--- config.mk ---
export PLATFORM = sky130hd
export DESIGN_NAME = planar_odometry_integrator_flat
export DESIGN_NICKNAME = d
export VERILOG_FILES = /design/src/hw/rtl/poi_pkg.sv /design/src/hw/rtl/poi_ifs.sv /design/src/hw/rtl/planar_odometry_integrator.sv /design/src/hw/rtl/poi_smul.sv /design/src/hw/rtl/poi_cordic.sv /design/src/flat_wrapper.sv
export SDC_FILE = /design/constraint.sdc
export NUM_CORES = 2
export LEC_CHECK = 0
export ABC_AREA = 1
export BUFFER_PORTS_ARGS = -buffer_cell sky130_fd_sc_hd__buf_2
export CORE_ASPECT_RATIO = 1.75
export CORE_MARGIN = 3
export CORE_UTILIZATION = 40
export DETAILED_ROUTE_END_ITERATION = 6
export PLACE_DENSITY = 0.63
export SYNTH_ARGS = -nofsm -noshare
export SYNTH_HDL_FRONTEND = slang
export SYNTH_SLANG_ARGS = --single-unit
--- constraint.sdc ---
create_clock -name clk -period 21.4 [get_ports clk]
set_clock_uncertainty 0.1 [all_clocks]
set_input_delay 6.42 -clock clk [delete_from_list [all_inputs] [get_ports clk]]
set_output_delay 6.42 -clock clk [all_outputs]
set_load 0.02 [all_outputs]
--- src/hw/rtl/poi_pkg.sv ---
`timescale 1ns / 1ps
package poi_pkg;

  localparam int CORDIC_STAGES = 16;
  localparam int STAGE_RUN     = (CORDIC_STAGES < 32) ? CORDIC_STAGES : 32;
  localparam logic [4:0] STAGE_LAST = 5'(STAGE_RUN - 1);

  localparam logic signed [31:0] CORDIC_GAIN = 32'sd652032874;

  localparam logic [1:0] OP_INTEGRATE = 2'd0;
  localparam logic [1:0] OP_ZERO      = 2'd1;
  localparam logic [1:0] OP_SET       = 2'd2;

  typedef struct packed {
    logic start;
    logic b_signed;
  } smul_ctl_t;

  function automatic logic [31:0] poi_atan(input logic [4:0] idx);
    logic [31:0] r;
    case (idx)
      5'd0:    r = 32'h20000000;
      5'd1:    r = 32'h12E4051E;
      5'd2:    r = 32'h09FB385B;
      5'd3:    r = 32'h051111D4;
      5'd4:    r = 32'h028B0D43;
      5'd5:    r = 32'h0145D7E1;
      5'd6:    r = 32'h00A2F61E;
      5'd7:    r = 32'h00517C55;
      5'd8:    r = 32'h0028BE53;
      5'd9:    r = 32'h00145F2F;
      5'd10:   r = 32'h000A2F98;
      5'd11:   r = 32'h000517CC;
      5'd12:   r = 32'h00028BE6;
      5'd13:   r = 32'h000145F3;
      5'd14:   r = 32'h0000A2F9;
      5'd15:   r = 32'h0000517C;
      5'd16:   r = 32'h000028BE;
      5'd17:   r = 32'h0000145F;
      5'd18:   r = 32'h00000A2F;
      5'd19:   r = 32'h00000517;
      5'd20:   r = 32'h0000028B;
      5'd21:   r = 32'h00000145;
      5'd22:   r = 32'h000000A2;
      5'd23:   r = 32'h00000051;
      5'd24:   r = 32'h00000028;
      5'd25:   r = 32'h00000014;
      5'd26:   r = 32'h0000000A;
      5'd27:   r = 32'h00000005;
      5'd28:   r = 32'h00000002;
      5'd29:   r = 32'h00000001;
      default: r = 32'h00000000;
    endcase
    return r;
  endfunction

endpackage

--- src/hw/rtl/poi_ifs.sv ---
`timescale 1ns / 1ps
interface poi_in_if;
  logic               valid;
  logic               ready;
  logic [1:0]         operation;
  logic [31:0]        time_stamp;
  logic signed [23:0] linear_velocity;
  logic signed [31:0] angular_rate;
  logic [31:0]        sequence_req;
  logic signed [31:0] new_x;
  logic signed [31:0] new_y;
  logic [31:0]        new_heading;

  modport source (output valid, operation, time_stamp, linear_velocity, angular_rate,
                  sequence_req, new_x, new_y, new_heading, input ready);
  modport sink (input valid, operation, time_stamp, linear_velocity, angular_rate,
                sequence_req, new_x, new_y, new_heading, output ready);
endinterface

interface poi_out_if;
  logic               valid;
  logic               ready;
  logic signed [31:0] pose_x;
  logic signed [31:0] pose_y;
  logic [31:0]        pose_heading;
  logic [31:0]        sequence_out;
  logic               method_used;

  modport source (output valid, pose_x, pose_y, pose_heading, sequence_out, method_used,
                  input ready);
  modport sink (input valid, pose_x, pose_y, pose_heading, sequence_out, method_used,
                output ready);
endinterface

--- src/hw/rtl/planar_odometry_integrator.sv ---
`timescale 1ns / 1ps
// An integrate transaction runs a bit-serial multiply for the turn, an iterative
// CORDIC pass, one stage a cycle, then two bit-serial multiplies for the step, and
// waits for a free output register. No other transaction is accepted meanwhile.
// Reset and set transactions give no result.
// Reset (rst_n, synchronous, active low) zeroes pose, last stamp and method; no sweep.
module planar_odometry_integrator (
  input  logic      clk,
  input  logic      rst_n,
  poi_in_if.sink    in_ch,
  poi_out_if.source out_ch,
  input  logic      cfg_we,
  input  logic      cfg_data
);
  import poi_pkg::*;

  typedef enum logic [2:0] {
    ST_IDLE,
    ST_TURN,
    ST_ROT,
    ST_VEL,
    ST_STEP,
    ST_EMIT
  } state_t;

  state_t state_r;

  logic               method_r;
  logic [31:0]        pos_x_r;
  logic [31:0]        pos_y_r;
  logic [31:0]        head_r;
  logic [31:0]        last_r;
  logic [31:0]        dt_r;
  logic signed [23:0] v_r;
  logic [31:0]        turn_r;
  logic [31:0]        seq_r;
  logic               mth_r;

  logic               out_valid_r;
  logic [31:0]        ox_r;
  logic [31:0]        oy_r;
  logic [31:0]        oh_r;
  logic [31:0]        oseq_r;
  logic               om_r;

  logic               acc;
  logic [31:0]        dt_in;
  smul_ctl_t          m0_ctl;
  smul_ctl_t          m1_ctl;
  logic [31:0]        m0_a;
  logic [31:0]        m0_b;
  logic [31:0]        m1_a;
  logic               m0_done;
  logic               m1_done;
  logic [63:0]        p0;
  logic [63:0]        p1;
  logic               cor_start;
  logic [31:0]        cor_angle;
  logic               cor_done;
  logic signed [31:0] cos_q30;
  logic signed [31:0] sin_q30;
  logic [31:0]        v_ext;

  assign in_ch.ready = (state_r == ST_IDLE);
  assign acc         = in_ch.valid && in_ch.ready;
  assign dt_in       = in_ch.time_stamp - last_r;
  assign v_ext       = {{8{v_r[23]}}, v_r};

  assign cor_start = (state_r == ST_TURN) && m0_done;
  assign cor_angle = head_r + (mth_r ? p0[44:13] : 32'd0);

  always_comb begin
    m0_ctl.start    = 1'b0;
    m1_ctl.start    = 1'b0;
    m0_ctl.b_signed = (state_r == ST_ROT);
    m1_ctl.b_signed = (state_r == ST_ROT);
    m0_a            = '0;
    m0_b            = '0;
    m1_a            = '0;
    case (state_r)
      ST_IDLE: begin
        m0_ctl.start = acc && (in_ch.operation == OP_INTEGRATE);
        m0_a         = in_ch.angular_rate;
        m0_b         = dt_in;
      end
      ST_ROT: begin
        m0_ctl.start = cor_done;
        m1_ctl.start = cor_done;
        m0_a         = cos_q30;
        m1_a         = sin_q30;
        m0_b         = v_ext;
      end
      ST_VEL: begin
        m0_ctl.start = m0_done;
        m1_ctl.start = m0_done;
        m0_a         = p0[61:30];
        m1_a         = p1[61:30];
        m0_b         = dt_r;
      end
      default: begin
        m0_b = '0;
      end
    endcase
  end

  poi_smul u_mul0 (
    .clk     (clk),
    .rst_n   (rst_n),
    .ctl     (m0_ctl),
    .a       (m0_a),
    .b       (m0_b),
    .done    (m0_done),
    .product (p0)
  );

  poi_smul u_mul1 (
    .clk     (clk),
    .rst_n   (rst_n),
    .ctl     (m1_ctl),
    .a       (m1_a),
    .b       (m0_b),
    .done    (m1_done),
    .product (p1)
  );

  poi_cordic u_cordic (
    .clk     (clk),
    .rst_n   (rst_n),
    .start   (cor_start),
    .angle   (cor_angle),
    .done    (cor_done),
    .cos_q30 (cos_q30),
    .sin_q30 (sin_q30)
  );

  always_ff @(posedge clk) begin
    if (!rst_n) begin
      state_r     <= ST_IDLE;
      out_valid_r <= 1'b0;
      method_r    <= 1'b0;
      pos_x_r     <= '0;
      pos_y_r     <= '0;
      head_r      <= '0;
      last_r      <= '0;
    end else begin
      if (cfg_we) begin
        method_r <= cfg_data;
      end
      if (out_valid_r && out_ch.ready && (state_r != ST_EMIT)) begin
        out_valid_r <= 1'b0;
      end
      case (state_r)
        ST_IDLE: begin
          if (acc) begin
            case (in_ch.operation)
              OP_INTEGRATE: begin
                dt_r    <= dt_in;
                last_r  <= in_ch.time_stamp;
                v_r     <= in_ch.linear_velocity;
                seq_r   <= in_ch.sequence_req;
                mth_r   <= method_r;
                state_r <= ST_TURN;
              end
              OP_ZERO: begin
                pos_x_r <= '0;
                pos_y_r <= '0;
                head_r  <= '0;
              end
              OP_SET: begin
                pos_x_r <= in_ch.new_x;
                pos_y_r <= in_ch.new_y;
                head_r  <= in_ch.new_heading;
              end
              default: begin
                state_r <= ST_IDLE;
              end
            endcase
          end
        end
        ST_TURN: begin
          if (m0_done) begin
            turn_r  <= p0[43:12];
            state_r <= ST_ROT;
          end
        end
        ST_ROT: begin
          if (cor_done) begin
            state_r <= ST_VEL;
          end
        end
        ST_VEL: begin
          if (m0_done) begin
            state_r <= ST_STEP;
          end
        end
        ST_STEP: begin
          if (m0_done) begin
            pos_x_r <= pos_x_r + p0[51:20];
            pos_y_r <= pos_y_r + p1[51:20];
            head_r  <= head_r + turn_r;
            state_r <= ST_EMIT;
          end
        end
        ST_EMIT: begin
          // hold until the output register is free
          if (!out_valid_r || out_ch.ready) begin
            out_valid_r <= 1'b1;
            ox_r        <= pos_x_r;
            oy_r        <= pos_y_r;
            oh_r        <= head_r;
            oseq_r      <= seq_r;
            om_r        <= mth_r;
            state_r     <= ST_IDLE;
          end
        end
        default: begin
          state_r <= ST_IDLE;
        end
      endcase
    end
  end

  assign out_ch.valid        = out_valid_r;
  assign out_ch.pose_x       = ox_r;
  assign out_ch.pose_y       = oy_r;
  assign out_ch.pose_heading = oh_r;
  assign out_ch.sequence_out = oseq_r;
  assign out_ch.method_used  = om_r;

  a_mul_lockstep: assert property (@(posedge clk) disable iff (!rst_n)
    (state_r == ST_VEL || state_r == ST_STEP) |-> (m0_done == m1_done))
    else $error("multipliers out of step");

  a_cordic_done: assert property (@(posedge clk) disable iff (!rst_n)
    cor_done |-> (state_r == ST_ROT))
    else $error("rotation finished outside its state");

  a_emit_source: assert property (@(posedge clk) disable iff (!rst_n)
    $rose(out_valid_r) |-> ($past(state_r) == ST_EMIT))
    else $error("result raised without a finished update");
endmodule

--- src/hw/rtl/poi_smul.sv ---
`timescale 1ns / 1ps
module poi_smul (
  input  logic              clk,
  input  logic              rst_n,
  input  poi_pkg::smul_ctl_t ctl,
  input  logic [31:0]       a,
  input  logic [31:0]       b,
  output logic              done,
  output logic [63:0]       product
);
  import poi_pkg::*;

  logic [31:0] hi_r;
  logic [31:0] lo_r;
  logic [31:0] a_r;
  logic [4:0]  cnt_r;
  logic        bsg_r;
  logic        busy_r;
  logic        done_r;

  logic [32:0] hi_e;
  logic [32:0] a_e;
  logic [32:0] sum;
  logic        last;

  assign hi_e = {hi_r[31], hi_r};
  assign a_e  = {a_r[31], a_r};
  assign last = (cnt_r == 5'd31);

  // subtract on the sign bit of a signed multiplier
  always_comb begin
    if (!lo_r[0]) begin
      sum = hi_e;
    end else if (bsg_r && last) begin
      sum = hi_e - a_e;
    end else begin
      sum = hi_e + a_e;
    end
  end

  always_ff @(posedge clk) begin
    if (!rst_n) begin
      busy_r <= 1'b0;
      done_r <= 1'b0;
      cnt_r  <= '0;
    end else begin
      done_r <= busy_r && last && !ctl.start;
      if (ctl.start) begin
        hi_r   <= '0;
        lo_r   <= b;
        a_r    <= a;
        bsg_r  <= ctl.b_signed;
        cnt_r  <= '0;
        busy_r <= 1'b1;
      end else if (busy_r) begin
        hi_r  <= sum[32:1];
        lo_r  <= {sum[0], lo_r[31:1]};
        cnt_r <= cnt_r + 5'd1;
        if (last) begin
          busy_r <= 1'b0;
        end
      end
    end
  end

  assign done    = done_r;
  assign product = {hi_r, lo_r};
endmodule

--- src/hw/rtl/poi_cordic.sv ---
`timescale 1ns / 1ps
module poi_cordic (
  input  logic               clk,
  input  logic               rst_n,
  input  logic               start,
  input  logic [31:0]        angle,
  output logic               done,
  output logic signed [31:0] cos_q30,
  output logic signed [31:0] sin_q30
);
  import poi_pkg::*;

  logic signed [31:0] x_r;
  logic signed [31:0] y_r;
  logic signed [33:0] z_r;
  logic [4:0]         i_r;
  logic               flip_r;
  logic               busy_r;
  logic               done_r;

  logic               fold;
  logic [31:0]        ang_f;
  logic signed [31:0] dx;
  logic signed [31:0] dy;
  logic signed [33:0] at;

  // fold into the right half plane
  assign fold  = (angle[31:30] == 2'b01) || (angle[31:30] == 2'b10);
  assign ang_f = {angle[31] ^ fold, angle[30:0]};
  assign dx    = y_r >>> i_r;
  assign dy    = x_r >>> i_r;
  assign at    = $signed({2'b00, poi_atan(i_r)});

  always_ff @(posedge clk) begin
    if (!rst_n) begin
      busy_r <= 1'b0;
      done_r <= 1'b0;
      i_r    <= '0;
    end else begin
      done_r <= busy_r && (i_r == STAGE_LAST) && !start;
      if (start) begin
        x_r    <= CORDIC_GAIN;
        y_r    <= '0;
        z_r    <= {{2{ang_f[31]}}, ang_f};
        flip_r <= fold;
        i_r    <= '0;
        busy_r <= 1'b1;
      end else if (busy_r) begin
        if (!z_r[33]) begin
          x_r <= x_r - dx;
          y_r <= y_r + dy;
          z_r <= z_r - at;
        end else begin
          x_r <= x_r + dx;
          y_r <= y_r - dy;
          z_r <= z_r + at;
        end
        i_r <= i_r + 5'd1;
        if (i_r == STAGE_LAST) begin
          busy_r <= 1'b0;
        end
      end
    end
  end

  assign done    = done_r;
  assign cos_q30 = flip_r ? -x_r : x_r;
  assign sin_q30 = flip_r ? -y_r : y_r;
endmodule
--- src/flat_wrapper.sv ---
// flat-port wrapper written by rule: the top's interface ports become plain ports
module planar_odometry_integrator_flat import poi_pkg::*;
  (clk, rst_n, cfg_we, cfg_data, in_ch_valid, in_ch_operation, in_ch_time_stamp, in_ch_linear_velocity, in_ch_angular_rate, in_ch_sequence_req, in_ch_new_x, in_ch_new_y, in_ch_new_heading, in_ch_ready, out_ch_valid, out_ch_pose_x, out_ch_pose_y, out_ch_pose_heading, out_ch_sequence_out, out_ch_method_used, out_ch_ready);
  poi_in_if in_ch_i ();
  poi_out_if out_ch_i ();
  input  logic clk;
  input  logic rst_n;
  input  logic cfg_we;
  input  logic cfg_data;
  input wire logic [$bits(in_ch_i.valid)-1:0] in_ch_valid;
  input wire logic [$bits(in_ch_i.operation)-1:0] in_ch_operation;
  input wire logic [$bits(in_ch_i.time_stamp)-1:0] in_ch_time_stamp;
  input wire logic [$bits(in_ch_i.linear_velocity)-1:0] in_ch_linear_velocity;
  input wire logic [$bits(in_ch_i.angular_rate)-1:0] in_ch_angular_rate;
  input wire logic [$bits(in_ch_i.sequence_req)-1:0] in_ch_sequence_req;
  input wire logic [$bits(in_ch_i.new_x)-1:0] in_ch_new_x;
  input wire logic [$bits(in_ch_i.new_y)-1:0] in_ch_new_y;
  input wire logic [$bits(in_ch_i.new_heading)-1:0] in_ch_new_heading;
  output wire logic [$bits(in_ch_i.ready)-1:0] in_ch_ready;
  output wire logic [$bits(out_ch_i.valid)-1:0] out_ch_valid;
  output wire logic [$bits(out_ch_i.pose_x)-1:0] out_ch_pose_x;
  output wire logic [$bits(out_ch_i.pose_y)-1:0] out_ch_pose_y;
  output wire logic [$bits(out_ch_i.pose_heading)-1:0] out_ch_pose_heading;
  output wire logic [$bits(out_ch_i.sequence_out)-1:0] out_ch_sequence_out;
  output wire logic [$bits(out_ch_i.method_used)-1:0] out_ch_method_used;
  input wire logic [$bits(out_ch_i.ready)-1:0] out_ch_ready;
  assign in_ch_i.valid = in_ch_valid;
  assign in_ch_i.operation = in_ch_operation;
  assign in_ch_i.time_stamp = in_ch_time_stamp;
  assign in_ch_i.linear_velocity = in_ch_linear_velocity;
  assign in_ch_i.angular_rate = in_ch_angular_rate;
  assign in_ch_i.sequence_req = in_ch_sequence_req;
  assign in_ch_i.new_x = in_ch_new_x;
  assign in_ch_i.new_y = in_ch_new_y;
  assign in_ch_i.new_heading = in_ch_new_heading;
  assign in_ch_ready = in_ch_i.ready;
  assign out_ch_valid = out_ch_i.valid;
  assign out_ch_pose_x = out_ch_i.pose_x;
  assign out_ch_pose_y = out_ch_i.pose_y;
  assign out_ch_pose_heading = out_ch_i.pose_heading;
  assign out_ch_sequence_out = out_ch_i.sequence_out;
  assign out_ch_method_used = out_ch_i.method_used;
  assign out_ch_i.ready = out_ch_ready;
  planar_odometry_integrator u_core (.clk(clk), .rst_n(rst_n), .in_ch(in_ch_i), .out_ch(out_ch_i), .cfg_we(cfg_we), .cfg_data(cfg_data));
endmodule
# Word level (Yosys, flattened, before mapping)
# Memories as Yosys holds them, arrays and structs flattened. A register that Yosys moved wholly into a read port is not among the register bits.
# Index checks and enable logic that the tools add are counted.
[word_totals]
regBits = 696
romBits = 960
inputBits = 224
output_inout_bits = 131
n_memories = 1
[memory_table]
columns = ["memory", "depth", "word_bits", "rd", "rd_clocked_by_memory_dff", "wr", "line_no", "text"]
rows = [
  ["(no name shown)", 32, 30, 1, 1, 0, "poi_pkg.sv:21", "case (idx)"],
]
[classes]
addsub = 20
n_eq_ne = 21
n_shift = 2
n_mux = 59
bitwise_logic = 2
n_reduce_logical = 42
[ops]
columns = ["operator", "n"]
rows = [
  ["$mux W32", 19],
  ["$pmux W32 S2", 7],
  ["$add A32 B32 Y32", 6],
  ["$pmux W32 S3", 2],
  ["$mux W33", 4],
  ["$mux W34", 3],
  ["$sub A32 B32 Y32", 3],
  ["$add A32 B32 Y33", 2],
  ["$sub A32 B32 Y33", 2],
  ["$neg A32 Y32", 2],
  ["$sshr A32 B5 Y32", 2],
  ["$add A34 B33 Y34", 1],
  ["$sub A34 B33 Y34", 1],
  ["$mux W3", 6],
  ["$pmux W3 S6", 1],
  ["$add A5 B1 Y5 const B", 3],
  ["$reduce_and A3 Y1", 5],
  ["$mux W1", 12],
  ["$ne A2 B2 Y1 const B", 6],
  ["$reduce_and A2 Y1", 6],
  ["$reduce_bool A2 Y1", 6],
  ["$logic_and A1 B1 Y1", 11],
  ["$eq A5 B5 Y1 const B", 2],
  ["$mux W5", 2],
  ["other kinds (20)", 32],
]

# Longest topological paths before layout
[depth]
ltp_word = 6
ltp_mapped = 32

# Hierarchy
# From an unflattened synthesis, not the netlist that was laid out.
[unflattened]
hier_cells = 8476
area_unflattened_um2 = 58408.5
[modules_own_cells]
columns = ["mod", "n_inst", "cells_per_inst", "area_per_inst_um2"]
rows = [
  ["planar_odometry_integrator", 1, 3524, 25545.8],
  ["poi_cordic", 1, 2867, 17804.6],
  ["poi_smul (u_core.u_mul1)", 1, 1045, 7582.3],
  ["poi_smul (u_core.u_mul0)", 1, 1040, 7475.9],
]

# Least setup slack after synthesis
# Ideal clock, no wire load.
[synth_path]
kind = "input-to-reg"
start = "input rst_n"
end = "register u_core.om_r (netlist: u_core.out_ch.method_used) (enable)"
setup_ns = 0.775
arrival_time_ns = 15.403
slack_ns = 5.122
stages = 3
path_cell_list = "inv_1 clkbuf_1 nor3_1"
[synth_between]
elab_chain_cells = 1
[synth_rtl]
columns = ["item", "line_no", "text"]
rows = [
  ["from (decl)", "flat_wrapper.sv:7", "input logic rst_n;"],
  ["$reduce_and A3 Y1 (no line)", "-", ""],
  ["to (signal assigned)", "planar_odometry_integrator.sv:212", "om_r <= mth_r;"],
  ["to (decl)", "planar_odometry_integrator.sv:44", "logic om_r;"],
]
# No other way between the ends.
# A chain may end at the register's enable or synchronous reset.

# Final worst setup path
[layout_path]
start = "input rst_n"
end = "register u_core.u_cordic.at[0] (netlist name)"
[layout_between]
elab_chain_cells = 3
[layout_rtl]
columns = ["item"]
rows = [
  ["$not A1 Y1 (no line)"],
  ["$reduce_or A2 Y1 (no line)"],
  ["$mux W5 (no line)"],
]
# No other way between the ends.

==> key figures <==
Run status
  – Outcome: finished, final reports clean

Critical path
  – R2R Path End: u_core.u_cordic.x_r[24]
  – Worst reg2reg setup slack: around 15 ns
  – R2r worst-path depth: 27
  – CP peak stage delay: 0.52 ns
  – Critical Path Start Type: input port
  – Setup crit start: rst_n
  – Cell Chain, Critical Path: buf_4 -> inv_1 -> buf_4 -> nor2_1 -> nand2_1 -> inv_1 -> nor2_1 -> buf_4 -> inv_1 -> nor2_1 -> a21oi_1 -> nand3_1
  – Crit path kind: input port to flop
  – Worst EP required: 21.85 ns
  – CP endpoint kind: flop
  – FF-to-FF Start: u_core.u_cordic.i_r[0]
  – Crit-path max FO: 18
  – Worst EP arrival: about 9.4 ns
  – Cell family with most CP delay: buffers and inverters
  – CP max-delay cell: inv_1
  – Worst Path Buf+Inv: 6

Global routing
  – Vias in the first global route: 50,614
  – Global-route wire length before repair: 299 mm
  – Largest net degree at the start of global routing: between 80 and 90
  – Total GRT Usage: 0.278
  – Initial antenna violation count: 3
  – Grt ovf: 0

Yosys
  – Ys Warns: 0
  – Syn_area_per_cell: 7.34 um^2
  – Number of synthesized flops with an enable pin: 543
  – Yosys top cell area share: 0.303
  – Asr flop ratio synth: 0
  – Synth area leader: edfxtp_1
  – Main combinational cell family by area after synthesis: simple AND/OR/NAND/NOR gates
  – Synth Area in Adders: 0.0834
  – Post-synthesis sequential area ratio: 0.371
  – Synth unique cells: 59
  – Mapped cell area: ~54,000 um^2
  – Post-synthesis compound-gate area fraction: 0.182
  – Mux cell area share after synthesis: 0
  – Top cells by area, synth: edfxtp_1 30%, nand2_1 12%, ha_1 8.0%
  – Simple-gate portion of the synthesized area: 0.246
  – Syn Nets: slightly below 8,000
  – Post-Synthesis Cells: about 7,300
  – Main synth FF type: edfxtp_1
  – Post-Synth XOR/XNOR Area: 0.0433
  – Flops & latches, synth: approximately 730

Route
  – Drt pass-1 iters: 7
  – Per-cell routed wire length: 21.3 um
  – Via-to-Cell Ratio: 5.54
  – Routed WL: between 200 and 250 mm
  – Vias: between 50,000 and 60,000
  – Residual DRC: 0
  – Initial DRC Count: 4,211
  – Antenna Violating Nets Remaining: 0

Pwr
  – Leakage dissipation: 26.6 nW
  – Tot Pwr: between 4 and 5 mW
  – Pwr dens: 70.8 nW/um^2
  – VDD IR max: 0.0000502 V

Layout
  – Fillers: 13,426
  – Nets: 8,163
  – Area growth from synthesis to layout: 11.3%
  – Layout cell share with drive strength beyond 1: 0.0798

Clock tree
  – Clk_lat worst skew: about 0.70 ns
  – CTS hold repair buffers: 0
  – CTS Buf Count: 74
  – CTS H-tree lvls: 3
  – Setup Fix Bufs, Post-CTS: 0
  – CTS tree: done
  – Worst-path clk slew: 0.07 ns
  – Clk root buf: clkbuf_16
  – Max clock buf depth: 3
  – Post-cts resize count: 0
  – Sinks on the clock net: 726

STA
  – Final setup fails: 0
  – RSZ-0062 raised after global routing: false
  – Final Hold Fails: 0
  – Highest clock rate: 0.112 GHz
  – Setup tns final: 0 ns
  – Slew Limit Fails: 0
  – Worst slew margin relative to its limit: 0.285
  – Tcrit/Tclk final: 0.418
  – Crit path time final: 8.94 ns
  – Worst-Margin Slew: roughly 1.1 ns

Hold path
  – WHS Path Cells: 0
  – Hold Crit Endpoint: u_core.out_ch.sequence_out[8]
  – Hold WC Path Type: flop to flop
  – Hold path start: u_core.seq_r[8]

Floorplan
  – Die area: 139,000 um^2
  – Die Wd: between 200 and 300 um
  – Core ar.: 133,000 um^2
  – Chip height: 491 um
  – I/O Pins: 355
  – Row count: 177
  – Initial cell density of the core: 0.404

Job
  – Max Cap Violations: 0

Placement
  – DP HPWL: 159 mm
  – I/O Buffers: 354
  – Final Wtd Congestion: 1.01
==> synth_stat cells, types with 10 or more instances <==
| library cell | number |
|---|---|
| a211oi_1 | 12 |
| a21boi_0 | 16 |
| a21o_1 | 44 |
| a21oi_1 | 791 |
| a221oi_1 | 18 |
| a31oi_1 | 70 |
| and2_1 | 12 |
| buf_1 | 24 |
| buf_2 | 33 |
| clkbuf_1 | 171 |
| dfxtp_1 | 183 |
| edfxtp_1 | 543 |
| fa_1 | 10 |
| ha_1 | 343 |
| inv_1 | 789 |
| inv_2 | 10 |
| nand2_1 | 1685 |
| nand3_1 | 601 |
| nand3b_1 | 14 |
| nand4_1 | 60 |
| nor2_1 | 634 |
| nor2_2 | 10 |
| nor3_1 | 88 |
| nor4_1 | 28 |
| o211ai_1 | 34 |
| o21a_1 | 22 |
| o21ai_0 | 606 |
| o21ai_1 | 15 |
| o21bai_1 | 48 |
| o221ai_1 | 32 |
| o22ai_1 | 30 |
| o31ai_1 | 15 |
| or2_2 | 20 |
| xnor2_1 | 88 |
| xor2_1 | 178 |
==> per-stage QoR <==
step | setup slack, ns | hold slack (ns) | instance area, um^2 | util | instances
2_1_floorplan | 5.12 | 0.300 | 53800 | - | 7340
3_3_place_gp | 11.89 | 0.303 | 57400 | 0.430 | 9300
3_5_place_dp | 11.84 | 0.306 | 57400 | 0.430 | 9300
4_1_cts | 12.55 | 0.297 | 59900 | 0.449 | 9437
5_1_grt | 12.32 | 0.307 | 59900 | 0.449 | 9439
6_report | 12.46 | 0.301 | 59900 | 0.449 | 9439
==> logic make-up (layout without fill, tap and decap cells) <==
kind of cell | count (synthesis) | count (layout)
buffers and inverters | 1043 | 1350
other | 0 | 2
AOI/OAI and AO/OA | 1780 | 1780
and+or+nand+nor | 3172 | 3172
xor gates and xnor gates | 266 | 266
DFF | 726 | 726
adders and majority gates | 353 | 353
==> worst max path at each step <==
stage,to,slack (ns),cells past startpoint
floorplan,u_core.out_ch.method_used,5.12,3
global route,u_core.u_cordic.at[13],12.32,12
detailed placement,u_core.u_cordic.at[0],11.84,12
CTS,u_core.u_cordic.at[0],12.55,12
finish,u_core.u_cordic.at[0],12.46,12
global placement,u_core.u_cordic.at[0],11.89,12
==> flip-flops by register name, indices dropped and copies added (netlist names), 30 cells and up <==
name and flops:
u_core.dt_r 32, u_core.head_r 32, u_core.last_r 32, u_core.out_ch.pose_heading 32, u_core.out_ch.pose_x 32, u_core.out_ch.pose_y 32
u_core.out_ch.sequence_out 32, u_core.pos_x_r 32, u_core.pos_y_r 32, u_core.seq_r 32, u_core.turn_r 32, u_core.u_cordic.at 30
u_core.u_cordic.x_r 32, u_core.u_cordic.y_r 32, u_core.u_cordic.z_r 34, u_core.u_mul0.a_r 32, u_core.u_mul0.hi_r 32, u_core.u_mul0.lo_r 32
u_core.u_mul1.a_r 32, u_core.u_mul1.hi_r 32, u_core.u_mul1.lo_r 32
==> area by class of cell <==
class                      count  area [um^2]  area share
multi-input combinational   5571        29900       0.500
sequential                   726        20000       0.333
inverter                     805         3020      0.0505
tap                         1790         2240      0.0374
clock buffer                 102         2190      0.0365
timing repair buffer         408         2180      0.0364
clock inverter                35          365     0.00610
antenna                        2         5.00   0.0000835
==> worst register-to-register path: stages (launching register included) <==
cell and delay (ns):
dfxtp_2 0.31, buf_4 0.57, inv_2 0.64, nand2_1 0.25, nand3_1 0.12, nand2_1 0.16
nand2_1 0.08, nand2_1 0.10, nand2_1 0.08, nand2_1 0.10, nand2_1 0.06, nand2_1 0.16
ha_1 0.25, nand2_1 0.06, o21ai_0 0.18, fa_1 0.50, nand2_1 0.11, nand3_1 0.06
o21ai_0 0.15, o21ai_0 0.20, nand2_1 0.10, nand2_1 0.08, a21boi_0 0.57, o21ai_0 0.25
a21boi_0 0.38, o21ai_0 0.17, nor2_1 0.11, nor2_1 0.06
==> layer usage <==
| layer | global-route usage | wire, um |
|---|---|---|
| met3 | 0.0316 | 9490 |
| met2 | 0.516 | 102000 |
| met4 | 0.198 | 16900 |
| met5 | 0 | 0 |
| met1 | 0.290 | 72100 |
==> power breakdown <==
part | internal, mW | switching, mW
registers | 1.63 | 0.0912
logic | 0.348 | 0.789
clock network | 0.777 | 0.609
==> layout by cell type, fill, tap and decap left out, types with 9 or more instances in the layout <==
cell / instances
nor3_1: 86
o21ai_1: 15
a21o_1: 44
inv_2: 13
clkbuf_1: 14
a31oi_1: 70
and2_1: 12
edfxtp_1: 543
or2_2: 20
o31ai_1: 15
dfxtp_1: 180
buf_2: 353
clkinv_2: 9
a21oi_1: 791
nand3_1: 600
ha_1: 343
nor2_1: 628
nand3b_1: 14
inv_1: 787
nand2_1: 1679
a21boi_0: 16
o22ai_1: 30
o21bai_1: 48
xor2_1: 178
a211oi_1: 12
buf_4: 55
o21ai_0: 605
o221ai_1: 32
xnor2_1: 88
nand4_1: 60
nor4_1: 28
fa_1: 10
a221oi_1: 18
clkbuf_16: 82
o211ai_1: 34
o21a_1: 22
nor2_2: 12
(Power assumes the default switching activity.)
